$ cat config.mk
export PLATFORM = sky130hd
export DESIGN_NAME = comm_watchdog_panic_alarm_flat
export DESIGN_NICKNAME = d
export VERILOG_FILES = /design/src/cwpa_pkg.sv /design/src/cwpa_if.sv /design/src/comm_watchdog_panic_alarm.sv /design/src/cwpa_ctrl.sv /design/src/cwpa_outq.sv /design/src/flat_wrapper.sv
export SDC_FILE = /design/constraint.sdc
export NUM_CORES = 1
export LEC_CHECK = 0
export ABC_CLOCK_PERIOD_IN_PS = 6110
export BUFFER_PORTS_ARGS = -buffer_cell sky130_fd_sc_hd__buf_2
export CELL_PAD_IN_SITES_DETAIL_PLACEMENT = 1
export CELL_PAD_IN_SITES_GLOBAL_PLACEMENT = 1
export CORE_UTILIZATION = 35
export CTS_CLUSTER_SIZE = 14
export DETAILED_ROUTE_END_ITERATION = 6
export PLACE_DENSITY = 0.71
export SLEW_MARGIN = 20
export SYNTH_ARGS = -nofsm -noshare
export SYNTH_HDL_FRONTEND = slang
export SYNTH_SLANG_ARGS = --single-unit
$ cat constraint.sdc
create_clock -name clk -period 6.11 [get_ports clk]
set_input_delay 0.9165 -clock clk [delete_from_list [all_inputs] [get_ports clk]]
set_output_delay 0.9165 -clock clk [all_outputs]
set_load 0.01 [all_outputs]
$ cat src/cwpa_pkg.sv
// Shared types and constants of the communication watchdog with panic alarm.
package cwpa_pkg;

  typedef enum logic [1:0] {
    MODE_OFF     = 2'd0,
    MODE_MONITOR = 2'd1,
    MODE_PANIC   = 2'd2
  } mode_t;

  // configuration register indexes
  localparam int CFG_IDX_W = 8;
  localparam logic [CFG_IDX_W-1:0] CFG_OVERTIME = 8'd0;
  localparam logic [CFG_IDX_W-1:0] CFG_ALARM    = 8'd1;

  localparam logic [7:0] OVERTIME_RESET = 8'd5;
  localparam logic [7:0] ALARM_RESET    = 8'd20;
  localparam logic [7:0] SECONDS_MAX    = 8'd255;

  // command and reply characters
  localparam logic [7:0] CMD_OFF     = 8'h6F; // 'o'
  localparam logic [7:0] CMD_MONITOR = 8'h6D; // 'm'
  localparam logic [7:0] CMD_PANIC   = 8'h70; // 'p'
  localparam logic [7:0] REPLY_OFF     = 8'h4F; // 'O'
  localparam logic [7:0] REPLY_MONITOR = 8'h4D; // 'M'
  localparam logic [7:0] REPLY_PANIC   = 8'h50; // 'P'

  localparam int QUEUE_DEPTH = 4;
  localparam int QUEUE_IDX_W = 2;
  localparam int QUEUE_LVL_W = 3;

  typedef struct packed {
    logic       led_out;
    logic       relay_out;
    logic       buzzer_out;
    logic       tx_valid;
    logic [7:0] tx_byte;
    logic       last;
  } result_t;

  // results produced by one accepted item
  typedef struct packed {
    logic       two;
    result_t    first;
    result_t    second;
  } push_t;

endpackage

$ cat src/cwpa_if.sv
// Channel interfaces: input items, result items and configuration writes.
interface cwpa_in_if;
  logic       valid;
  logic       ready;
  logic       second_tick;
  logic       rx_valid;
  logic [7:0] rx_byte;
  logic       button_level;

  modport source (output valid, second_tick, rx_valid, rx_byte, button_level, input ready);
  modport sink   (input valid, second_tick, rx_valid, rx_byte, button_level, output ready);
endinterface

interface cwpa_out_if;
  logic       valid;
  logic       ready;
  logic       led_out;
  logic       relay_out;
  logic       buzzer_out;
  logic       tx_valid;
  logic [7:0] tx_byte;
  logic       last;

  modport source (output valid, led_out, relay_out, buzzer_out, tx_valid, tx_byte, last,
                  input ready);
  modport sink   (input valid, led_out, relay_out, buzzer_out, tx_valid, tx_byte, last,
                  output ready);
endinterface

interface cwpa_cfg_if;
  logic       valid;
  logic       ready;
  logic [7:0] index;
  logic [7:0] data;

  modport source (output valid, index, data, input ready);
  modport sink   (input valid, index, data, output ready);
endinterface

$ cat src/comm_watchdog_panic_alarm.sv
// Top level of the communication watchdog with panic alarm.
// Each input item is one control-loop pass and is decided in the cycle it is
// transferred in; its one or two results go into a four-entry result queue that
// drives the output channel from registers. An item is taken whenever at most
// two results are queued, so with a ready sink the block runs one item per
// cycle unless two-result items fill the queue; such an item queues two results,
// and the output side is what limits the sustained rate to one result per cycle.
// Configuration writes are always taken and take effect in the cycle after.
module comm_watchdog_panic_alarm import cwpa_pkg::*; (
  input  logic       clk,
  input  logic       rst_n,
  cwpa_in_if.sink    in_ch,
  cwpa_out_if.source out_ch,
  cwpa_cfg_if.sink   cfg_ch
);

  logic                   in_take;
  logic                   out_take;
  push_t                  push;
  result_t                head;
  logic [QUEUE_LVL_W-1:0] level;

  assign cfg_ch.ready = 1'b1;
  assign in_ch.ready  = (level <= QUEUE_LVL_W'(QUEUE_DEPTH - 2));
  assign in_take      = in_ch.valid && in_ch.ready;
  assign out_take     = out_ch.valid && out_ch.ready;

  cwpa_ctrl u_ctrl (
    .clk          (clk),
    .rst_n        (rst_n),
    .cfg_we       (cfg_ch.valid && cfg_ch.ready),
    .cfg_index    (cfg_ch.index),
    .cfg_data     (cfg_ch.data),
    .item_take    (in_take),
    .second_tick  (in_ch.second_tick),
    .rx_valid     (in_ch.rx_valid),
    .rx_byte      (in_ch.rx_byte),
    .button_level (in_ch.button_level),
    .push         (push)
  );

  cwpa_outq u_outq (
    .clk     (clk),
    .rst_n   (rst_n),
    .push_en (in_take),
    .push    (push),
    .pop     (out_take),
    .head    (head),
    .level   (level)
  );

  assign out_ch.valid      = (level != '0);
  assign out_ch.led_out    = head.led_out;
  assign out_ch.relay_out  = head.relay_out;
  assign out_ch.buzzer_out = head.buzzer_out;
  assign out_ch.tx_valid   = head.tx_valid;
  assign out_ch.tx_byte    = head.tx_byte;
  assign out_ch.last       = head.last;

  a_level_bound: assert property (@(posedge clk) disable iff (!rst_n)
    level <= QUEUE_LVL_W'(QUEUE_DEPTH))
    else $error("result queue overfilled");

  a_first_has_second: assert property (@(posedge clk) disable iff (!rst_n)
    (out_ch.valid && !out_ch.last) |-> (level >= QUEUE_LVL_W'(2)))
    else $error("non-final result without its follow-up queued");

  a_idle_byte_zero: assert property (@(posedge clk) disable iff (!rst_n)
    (out_ch.valid && !out_ch.tx_valid) |-> (out_ch.tx_byte == 8'd0 && out_ch.last))
    else $error("result without a byte carries data or is not final");

  a_push_shape: assert property (@(posedge clk) disable iff (!rst_n)
    (in_take && push.two) |-> (push.first.tx_valid && !push.first.last &&
                               push.second.tx_byte == REPLY_PANIC))
    else $error("malformed two-result pass");

endmodule

$ cat src/cwpa_ctrl.sv
// Watchdog state, configuration registers and the per-pass decision logic.
module cwpa_ctrl import cwpa_pkg::*; (
  input  logic                 clk,
  input  logic                 rst_n,
  input  logic                 cfg_we,
  input  logic [CFG_IDX_W-1:0] cfg_index,
  input  logic [7:0]           cfg_data,
  input  logic                 item_take,
  input  logic                 second_tick,
  input  logic                 rx_valid,
  input  logic [7:0]           rx_byte,
  input  logic                 button_level,
  output push_t                push
);

  logic [7:0] overtime_r, alarm_r;
  mode_t      mode_r, mode_nxt;
  logic [7:0] elapsed_r, elapsed_nxt;
  logic       latched_r, latched_nxt;
  logic       held_r, held_nxt;
  logic       led_r, led_nxt;
  logic       relay_r, relay_nxt;
  logic       buzzer_r, buzzer_nxt;

  logic [1:0] sent;
  logic [7:0] byte0, byte1;

  always_ff @(posedge clk) begin
    if (!rst_n) begin
      overtime_r <= OVERTIME_RESET;
      alarm_r    <= ALARM_RESET;
    end else if (cfg_we) begin
      if (cfg_index == CFG_OVERTIME) overtime_r <= cfg_data;
      if (cfg_index == CFG_ALARM)    alarm_r    <= cfg_data;
    end
  end

  always_ff @(posedge clk) begin
    if (!rst_n) begin
      mode_r    <= MODE_OFF;
      elapsed_r <= '0;
      latched_r <= 1'b0;
      held_r    <= 1'b0;
      led_r     <= 1'b0;
      relay_r   <= 1'b0;
      buzzer_r  <= 1'b0;
    end else if (item_take) begin
      mode_r    <= mode_nxt;
      elapsed_r <= elapsed_nxt;
      latched_r <= latched_nxt;
      held_r    <= held_nxt;
      led_r     <= led_nxt;
      relay_r   <= relay_nxt;
      buzzer_r  <= buzzer_nxt;
    end
  end

  always_comb begin
    mode_nxt    = mode_r;
    latched_nxt = latched_r;
    held_nxt    = held_r;
    led_nxt     = led_r;
    relay_nxt   = relay_r;
    buzzer_nxt  = buzzer_r;
    sent        = 2'd0;
    byte0       = '0;
    byte1       = '0;

    elapsed_nxt = (second_tick && elapsed_r != SECONDS_MAX) ? elapsed_r + 8'd1 : elapsed_r;

    // received command; while latched only 'o' gets through
    if (rx_valid) begin
      if (!latched_r || rx_byte == CMD_OFF) begin
        priority if (rx_byte == CMD_OFF) begin
          mode_nxt    = MODE_OFF;
          elapsed_nxt = '0;
          latched_nxt = 1'b0;
          byte0       = REPLY_OFF;
          sent        = 2'd1;
        end else if (rx_byte == CMD_MONITOR) begin
          mode_nxt    = MODE_MONITOR;
          elapsed_nxt = '0;
          byte0       = REPLY_MONITOR;
          sent        = 2'd1;
        end else if (rx_byte == CMD_PANIC) begin
          mode_nxt    = MODE_PANIC;
          elapsed_nxt = '0;
          byte0       = REPLY_PANIC;
          sent        = 2'd1;
        end else begin
          sent = 2'd0;
        end
      end else begin
        byte0 = REPLY_PANIC;
        sent  = 2'd1;
      end
    end

    // press edge latches panic
    if (!button_level && !held_r && !latched_nxt) begin
      held_nxt    = 1'b1;
      latched_nxt = 1'b1;
      mode_nxt    = MODE_PANIC;
      elapsed_nxt = '0;
      if (sent == 2'd0) byte0 = REPLY_PANIC;
      else              byte1 = REPLY_PANIC;
      sent = sent + 2'd1;
    end else if (button_level) begin
      held_nxt = 1'b0;
    end

    unique case (mode_nxt)
      MODE_MONITOR: begin
        led_nxt    = 1'b0;
        relay_nxt  = 1'b0;
        buzzer_nxt = 1'b0;
        if (elapsed_nxt > overtime_r) begin
          mode_nxt    = MODE_PANIC;
          elapsed_nxt = '0;
        end
      end
      MODE_PANIC: begin
        if (elapsed_nxt < alarm_r) begin
          led_nxt    = elapsed_nxt[0];
          buzzer_nxt = elapsed_nxt[0];
        end else begin
          led_nxt    = 1'b1;
          buzzer_nxt = 1'b0;
          relay_nxt  = 1'b1;
          if (!latched_nxt) begin
            latched_nxt = 1'b1;
            // report slot is free here: a button latch would have set the flag
            if (sent == 2'd0) byte0 = REPLY_PANIC;
            else              byte1 = REPLY_PANIC;
            sent = sent + 2'd1;
          end
        end
      end
      default: begin
        led_nxt    = 1'b0;
        relay_nxt  = 1'b0;
        buzzer_nxt = 1'b0;
      end
    endcase
  end

  always_comb begin
    push.two               = (sent == 2'd2);
    push.first.led_out     = led_nxt;
    push.first.relay_out   = relay_nxt;
    push.first.buzzer_out  = buzzer_nxt;
    push.first.tx_valid    = (sent != 2'd0);
    push.first.tx_byte     = byte0;
    push.first.last        = (sent != 2'd2);
    push.second.led_out    = led_nxt;
    push.second.relay_out  = relay_nxt;
    push.second.buzzer_out = buzzer_nxt;
    push.second.tx_valid   = 1'b1;
    push.second.tx_byte    = byte1;
    push.second.last       = 1'b1;
  end

endmodule

$ cat src/cwpa_outq.sv
// Four-entry result queue: takes one or two results per cycle, hands out one.
module cwpa_outq import cwpa_pkg::*; (
  input  logic                   clk,
  input  logic                   rst_n,
  input  logic                   push_en,
  input  push_t                  push,
  input  logic                   pop,
  output result_t                head,
  output logic [QUEUE_LVL_W-1:0] level
);

  result_t                q_r   [QUEUE_DEPTH];
  result_t                q_nxt [QUEUE_DEPTH];
  logic [QUEUE_LVL_W-1:0] level_r, level_nxt;
  logic [QUEUE_IDX_W-1:0] slot;

  always_comb begin
    q_nxt     = q_r;
    level_nxt = level_r;
    // shift down on a transfer out
    if (pop) begin
      for (int i = 0; i < QUEUE_DEPTH - 1; i++) q_nxt[i] = q_r[i+1];
      level_nxt = level_nxt - QUEUE_LVL_W'(1);
    end
    slot = level_nxt[QUEUE_IDX_W-1:0];
    if (push_en) begin
      q_nxt[slot] = push.first;
      if (push.two) q_nxt[slot + QUEUE_IDX_W'(1)] = push.second;
      level_nxt = level_nxt + (push.two ? QUEUE_LVL_W'(2) : QUEUE_LVL_W'(1));
    end
  end

  always_ff @(posedge clk) begin
    q_r <= q_nxt;
  end

  always_ff @(posedge clk) begin
    if (!rst_n) level_r <= '0;
    else        level_r <= level_nxt;
  end

  assign head  = q_r[0];
  assign level = level_r;

endmodule

$ cat src/flat_wrapper.sv
// flat-port wrapper written by rule: the top's interface ports become plain ports
module comm_watchdog_panic_alarm_flat import cwpa_pkg::*;
  (clk, rst_n, in_ch_valid, in_ch_second_tick, in_ch_rx_valid, in_ch_rx_byte, in_ch_button_level, in_ch_ready, out_ch_valid, out_ch_led_out, out_ch_relay_out, out_ch_buzzer_out, out_ch_tx_valid, out_ch_tx_byte, out_ch_last, out_ch_ready, cfg_ch_valid, cfg_ch_index, cfg_ch_data, cfg_ch_ready);
  cwpa_in_if in_ch_i ();
  cwpa_out_if out_ch_i ();
  cwpa_cfg_if cfg_ch_i ();
  input  logic clk;
  input  logic rst_n;
  input wire logic [$bits(in_ch_i.valid)-1:0] in_ch_valid;
  input wire logic [$bits(in_ch_i.second_tick)-1:0] in_ch_second_tick;
  input wire logic [$bits(in_ch_i.rx_valid)-1:0] in_ch_rx_valid;
  input wire logic [$bits(in_ch_i.rx_byte)-1:0] in_ch_rx_byte;
  input wire logic [$bits(in_ch_i.button_level)-1:0] in_ch_button_level;
  output wire logic [$bits(in_ch_i.ready)-1:0] in_ch_ready;
  output wire logic [$bits(out_ch_i.valid)-1:0] out_ch_valid;
  output wire logic [$bits(out_ch_i.led_out)-1:0] out_ch_led_out;
  output wire logic [$bits(out_ch_i.relay_out)-1:0] out_ch_relay_out;
  output wire logic [$bits(out_ch_i.buzzer_out)-1:0] out_ch_buzzer_out;
  output wire logic [$bits(out_ch_i.tx_valid)-1:0] out_ch_tx_valid;
  output wire logic [$bits(out_ch_i.tx_byte)-1:0] out_ch_tx_byte;
  output wire logic [$bits(out_ch_i.last)-1:0] out_ch_last;
  input wire logic [$bits(out_ch_i.ready)-1:0] out_ch_ready;
  input wire logic [$bits(cfg_ch_i.valid)-1:0] cfg_ch_valid;
  input wire logic [$bits(cfg_ch_i.index)-1:0] cfg_ch_index;
  input wire logic [$bits(cfg_ch_i.data)-1:0] cfg_ch_data;
  output wire logic [$bits(cfg_ch_i.ready)-1:0] cfg_ch_ready;
  assign in_ch_i.valid = in_ch_valid;
  assign in_ch_i.second_tick = in_ch_second_tick;
  assign in_ch_i.rx_valid = in_ch_rx_valid;
  assign in_ch_i.rx_byte = in_ch_rx_byte;
  assign in_ch_i.button_level = in_ch_button_level;
  assign in_ch_ready = in_ch_i.ready;
  assign out_ch_valid = out_ch_i.valid;
  assign out_ch_led_out = out_ch_i.led_out;
  assign out_ch_relay_out = out_ch_i.relay_out;
  assign out_ch_buzzer_out = out_ch_i.buzzer_out;
  assign out_ch_tx_valid = out_ch_i.tx_valid;
  assign out_ch_tx_byte = out_ch_i.tx_byte;
  assign out_ch_last = out_ch_i.last;
  assign out_ch_i.ready = out_ch_ready;
  assign cfg_ch_i.valid = cfg_ch_valid;
  assign cfg_ch_i.index = cfg_ch_index;
  assign cfg_ch_i.data = cfg_ch_data;
  assign cfg_ch_ready = cfg_ch_i.ready;
  comm_watchdog_panic_alarm u_core (.clk(clk), .rst_n(rst_n), .in_ch(in_ch_i), .out_ch(out_ch_i), .cfg_ch(cfg_ch_i));
endmodule
# After elaboration in Yosys (flattened, before gate mapping)
# Cells that the tools add are included.
[totals]
reg_bits = 84
inputBits = 32
output_inout_bits = 16
word_cells = 146
[classes]
n_addsub = 6
magnitude_cmp = 7
n_eq_ne = 9
n_mux = 69
n_bitwise = 2
n_reduce_logical = 21
[op_table]
columns = ["operator", "count"]
rows = [
  ["$mux W8", 21],
  ["$bwmux W52", 2],
  ["$mux W52", 2],
  ["$demux W13 S2", 2],
  ["$mux W39", 1],
  ["$mux W7", 5],
  ["$mux W2", 15],
  ["$mux W13", 2],
  ["$eq A8 B7 Y1 const B", 3],
  ["$mux W1", 17],
  ["$add A8 B1 Y8 const B", 1],
  ["$eq A8 B1 Y1 const B", 1],
  ["$gt A8 B8 Y1", 1],
  ["$logic_not A8 Y1", 1],
  ["$lt A8 B8 Y1", 1],
  ["$ne A8 B8 Y1 const B", 1],
  ["$logic_and A1 B1 Y1", 7],
  ["$add A2 B1 Y2 const B", 3],
  ["$ge A3 B3 Y1 const B", 2],
  ["$lt A3 B1 Y1 const B", 2],
  ["$mux W3", 2],
  ["$not A2 Y3", 2],
  ["$reduce_and A2 Y1", 3],
  ["$eq A2 B2 Y1 const B", 2],
  ["10 further kinds", 15],
]

# Logic depth before layout (Yosys ltp)
[logic_depth]
depth_word = 17
ltp_mapped = 19
ltp_nobuf = 18

# Hierarchy
# Synthesis repeated with hierarchy kept, for this count alone.
[unflattened]
cells_unflattened = 590
hier_area_um2 = 5371.4
[modules_own_cells]
columns = ["mod", "n_inst", "cells_per_inst", "area_each_um2", "seq_area_each_um2"]
rows = [
  ["cwpa_outq", 1, 320, 3126.7, 1231.2],
  ["cwpa_ctrl", 1, 264, 2202.1, 580.6],
  ["comm_watchdog_panic_alarm", 1, 6, 42.5, 0.0],
]

# Least setup slack after synthesis
# Ideal clock, no wire load.
[synth_path]
path_type = "input port to flip-flop"
startpoint = "in in_ch_rx_byte[1]"
endpoint = "reg u_core.u_outq.level_r[2] (netlist: u_core.u_outq.level[2])"
setup_time_ns = 0.128
t_arrival_ns = 4.634
required_ns = 5.982
path_slack_ns = 1.348
path_stages = 18
path_buffers = 1
path_cell_list = "nor4_1 > a21oi_1 > o311ai_4 > nor2_1 > ha_1 > a21oi_1 > o21ai_0 > a221oi_1 > a21oi_4 > mux2_4 > inv_2 > buf_6 > ha_1 > inv_1 > fa_1 > nor2_1 > xor2_1 > nor2_1"
[synth_via]
elab_chain_len = 16
word_cells_on_any_way = 39
classes_between = "add/sub (3); order compare (1); eq/ne (5); mux (27); reduce/logical (3)"
[synth_rtl]
columns = ["item", "line_no", "rtl"]
rows = [
  ["from (decl)", "flat_wrapper.sv:12", "input wire logic [$bits(in_ch_i.rx_byte)-1:0] in_ch_rx_byte;"],
  ["$eq A8 B7 Y1", "cwpa_ctrl.sv:85", "end else if (rx_byte == CMD_PANIC) begin"],
  ["$mux W1", "cwpa_ctrl.sv:85", ""],
  ["$mux W1", "cwpa_ctrl.sv:80", "end else if (rx_byte == CMD_MONITOR) begin"],
  ["$mux W1", "cwpa_ctrl.sv:74", "priority if (rx_byte == CMD_OFF) begin"],
  ["$mux W2", "cwpa_ctrl.sv:73", "if (!latched_r || rx_byte == CMD_OFF) begin"],
  ["$mux W2", "cwpa_ctrl.sv:72", "if (rx_valid) begin"],
  ["$add A2 B1 Y2", "cwpa_ctrl.sv:107", "sent = sent + 2'd1;"],
  ["$mux W2", "cwpa_ctrl.sv:100", "if (!button_level && !held_r && !latched_nxt) begin"],
  ["$add A2 B1 Y2", "cwpa_ctrl.sv:135", "sent = sent + 2'd1;"],
  ["$mux W2", "cwpa_ctrl.sv:130", "if (!latched_nxt) begin"],
  ["$mux W2", "cwpa_ctrl.sv:123", "if (elapsed_nxt < alarm_r) begin"],
  ["$mux W2 (*)", "cwpa_ctrl.sv:112", "unique case (mode_nxt)"],
  ["$eq A2 B2 Y1 (*)", "cwpa_ctrl.sv:148", "push.two = (sent == 2'd2);"],
  ["$mux W2 (*)", "cwpa_outq.sv:29", "level_nxt = level_nxt + (push.two ? QUEUE_LVL_W'(2) : QUEUE_LVL_W'(1));"],
  ["$add A3 B2 Y3 (*)", "cwpa_outq.sv:29", ""],
  ["$mux W3 (*)", "cwpa_outq.sv:26", "if (push_en) begin"],
  ["to (signal assigned)", "cwpa_outq.sv:39", "else level_r <= level_nxt;"],
  ["to (decl)", "cwpa_outq.sv:14", "logic [QUEUE_LVL_W-1:0] level_r, level_nxt;"],
]
# Every way passes the cells marked *; elsewhere a longest branch is shown, timed or not.
# A chain may end at the register's enable or synchronous reset.

# Worst setup path in the final report
# Ends and elaborated chain as after synthesis.

==> metrics.md <==
| Metric | Value |
|---|---|
| Final Hold Viols | `0` |
| Asr flop ratio synth | `0%` |
| Detailed Place HPWL | `9.19 mm` |
| Final Max Tran Viols | `0` |
| Kind of critical path | `in -> reg` |
| Routed WL | `12.1 mm` |
| Area delta synth->final | `14.0%` |
| PwrDens | `467 nW/um2` |
| IO buf count | `46` |
| Max_cap viols | `0` |
| Synth top area share | `31.1%` |
| Comb pwr share | `41.8%` |
| Wirelength per Cell | `16.8 um` |
| Initial antenna violation count | `0` |
| Req. time, crit path | `6.33 ns` |
| Netlist cell types | `62` |
| Final setup viols | `0` |
| Die area | `13,500 um2` |
| Worst Setup End Kind | `flip-flop` |
| Post-Synthesis Cell Area | `4570 um2` |
| CTS tree | `done` |
| First-pass GRT wire length | `20.0 mm` |
| Synth top cells by count | `nand2_1, dfxtp_1, mux2i_1` |
| Final ANT Viol Nets | `0` |
| Starting Density | `36.0%` |
| Syn Inst Count | `506` |
| Critical path cell sequence | `buf_2, nor4_1, a21oi_1, o311ai_4, nor2_1, ha_1, a21oi_1, o21ai_0, a221oi_1, a21oi_4, mux2_4, inv_2, ha_1, inv_1, fa_1, nor2_1, xor2_1, nor2_1` |
| Yosys reg bits | `84` |
| TritonCTS Sinks | `84` |
| Flop pwr share | `35.9%` |
| Status | `complete, no violations` |
| Post_cts resized | `0` |
| Rel. slew slack | `39.5%` |
| Die Wd | `116 um` |
| Vias | `3,838` |
| Die Y | `116 um` |
| Worst clock skew | `0.0124 ns` |
| CP max stage cell | `a221oi_1` |
| Switching power | `955 uW` |
| Skew-Pair Late Insertion Delay | `0.35 ns` |
| Clock transition at path regs | `0.07 ns` |
| Slowest stage delay, CP | `0.67 ns` |
| Global route overflow | `0` |
| Vias in the first global route | `4,080` |
| Avg Cell Area, Syn | `9.03 um2` |
| Largest net degree at the start of global routing | `38` |
| Cell Rows | `41` |
| Final core utilization | `41.1%` |
| Gp weighted congestion | `0.838` |
| Fin crit share | `85.1%` |
| Core outline area | `12,700 um2` |
| 1st-pass router iterations | `4` |
| DRC | `0` |
| Least-Margin Pin Slew | `0.904 ns` |
| FILL cells | `1,522` |
| I/O pins | `48` |
| Final setup TNS | `0 ns` |
| CTS Hold Bufs | `0` |
| Fmax | `0.192 GHz` |
| Power Internal | `1.48 mW` |
| H-tree depth | `3` |
| Share of layout cells above drive strength 1 | `14.4%` |
| Worst path bufs/invs | `3` |
| # Post-CTS Setup Buffers | `0` |
| Total CTS buffers | `9` |
| Most frequent CP cell | `nor2_1` |
| Leading area contributor after synthesis | `dfxtp_1` |
| Post-synthesis sequential area ratio | `39.7%` |
| Sw frac | `39.3%` |
| GRT Overall Usage | `19.4%` |
| Main area contributors after synthesis | `dfxtp_1, mux2i_1, edfxtp_1, ha_1, nand2_1` |
| Count leader, synth | `nand2_1` |
| NumNets Final | `600` |
| Critical Path Fanout Max | `12` |
| CTS root buf | `clkbuf_16` |
| Tmin final | `5.20 ns` |
| Hold_ws | `0.455 ns` |
| Buffer depth of the longest clock path | `2` |
| Final Power | `2.43 mW` |
| Main synth FF type | `dfxtp_1` |
| Clk network pwr share | `22.3%` |
| Leakage power | `2.19 nW` |
| RSZ-0062 raised after global routing | `false` |
| Worst Path Arrival | `5.42 ns` |
| Initial DRC Count | `144` |
| Diode count | `0` |
| YS warnings | `0` |
| Routed vias/inst | `5.32` |
| Startpoint Class | `input pin` |
| CP top delay family | `compound AO/OA/AOI/OAI gates` |
| Post-synth EDFFs | `13` |
| Hold Path Class | `reg -> reg` |
| Syn Nets | `562` |
| Worst vdd ir | `0.000193 V` |
-- power by group through the flow --
stage	logic, mW	clock network, mW	registers, mW
5_1_grt	1.13	0.574	0.895
4_1_cts	1.02	0.553	0.874
3_3_place_gp	0.974	0	0.875
6_report	1.02	0.542	0.873
2_1_floorplan	0.754	0	0.862
3_5_place_dp	1.01	0	0.884
-- per-layer routing --
metal / track usage [%] / vias up / share of wire, %
li1: - / 1887 / -
met1: 23.7 / 1885 / 46
met2: 33.4 / 53 / 49
met3: 5.14 / 13 / 3.1
met4: 5.47 / 0 / 1.4
met5: 0 / - / 0
-- per-stage QoR --
step	std cells	instance area (um2)	setup slack (ns)
after floorplan	506	4570	1.35
after global placement	705	4910	0.764
after detailed placement	705	4910	0.621
after CTS	721	5200	0.943
after global routing	721	5200	0.528
final	721	5200	0.908
-- final cells by class --
cell class | count | area (um2) | share of cell area (%)
flip-flops and latches | 84 | 1810 | 34.8
multi-input cells | 366 | 2510 | 48.2
well taps | 172 | 215 | 4.13
inverters | 34 | 128 | 2.45
clock inverters | 4 | 50.0 | 0.962
clock buffers | 12 | 236 | 4.54
repair buffers | 49 | 253 | 4.86
-- path summary, 6_finish.rpt --
path / start / to / cells after the start / slack [ns]
min: u_core.u_outq.q_r[21]$_DFF_P_ / u_core.u_outq.q_r[21]$_DFF_P_ / 2 / 0.46
max reg2reg: u_core.u_ctrl.elapsed_r[0]$_SDFFE_PN0P_ / u_core.u_outq.level[2]$_SDFF_PN0_ / 17 / 1.21
max: in_ch_rx_byte[1] / u_core.u_outq.level[2]$_SDFF_PN0_ / 18 / 0.91
min reg2reg: u_core.u_outq.q_r[21]$_DFF_P_ / u_core.u_outq.q_r[21]$_DFF_P_ / 2 / 0.46
-- logic make-up (layout without fill, tap and decap cells) --
family	after synthesis	in the layout	share of synthesized area (%)
muxes	49	49	10.9
xor gates and xnor gates	7	7	1.34
buffers and inverters	56	99	5.51
AOI/OAI and AO/OA	120	120	19.3
and+or+nand+nor	165	165	16.4
other	1	1	0.0821
adders and majority gates	24	24	6.74
DFF	84	84	39.7
-- placed cells by master, fill, tap and decap left out, types with 3 or more instances in the layout --
master	Yosys	layout
o31ai_1	3	3
edfxtp_1	13	13
buf_4	9	3
a21o_1	6	6
o32ai_1	3	3
clkbuf_16	0	9
a21oi_1	21	21
o21ai_1	3	3
nor2b_1	4	4
a211oi_1	5	4
a32oi_1	10	10
and2_1	4	4
o21a_1	5	5
o22ai_1	6	6
xor2_1	5	5
inv_1	33	33
nand4_1	6	6
nand2_1	76	75
buf_2	0	46
nand2b_1	3	3
a2bb2oi_1	4	4
a22o_1	10	10
nor2_1	43	43
mux2i_1	46	46
o21ai_0	21	21
a31oi_1	6	6
dfxtp_1	71	71
clkbuf_1	11	3
ha_1	23	23
nand3_1	11	11
-- worst min-delay path: cells and delay by family (launching register included) --
| kind | cells | cell delay, ns |
|---|---|---|
| flip-flops | 1 | 0.31 |
| AO/OA/AOI/OAI | 1 | 0.05 |
| AND/OR/NAND/NOR | 1 | 0.05 |
-- sequential cells by signal (all words and copies together) (netlist names), 2 cells and up --
name                      cells
u_core.u_outq.head           13
u_core.u_outq.q_r            39
u_core.u_ctrl.overtime_r      8
u_core.u_ctrl.elapsed_r       8
u_core.u_ctrl.mode_r          2
u_core.u_ctrl.alarm_r         8
u_core.u_outq.level           3
(Power assumes the default switching activity.)
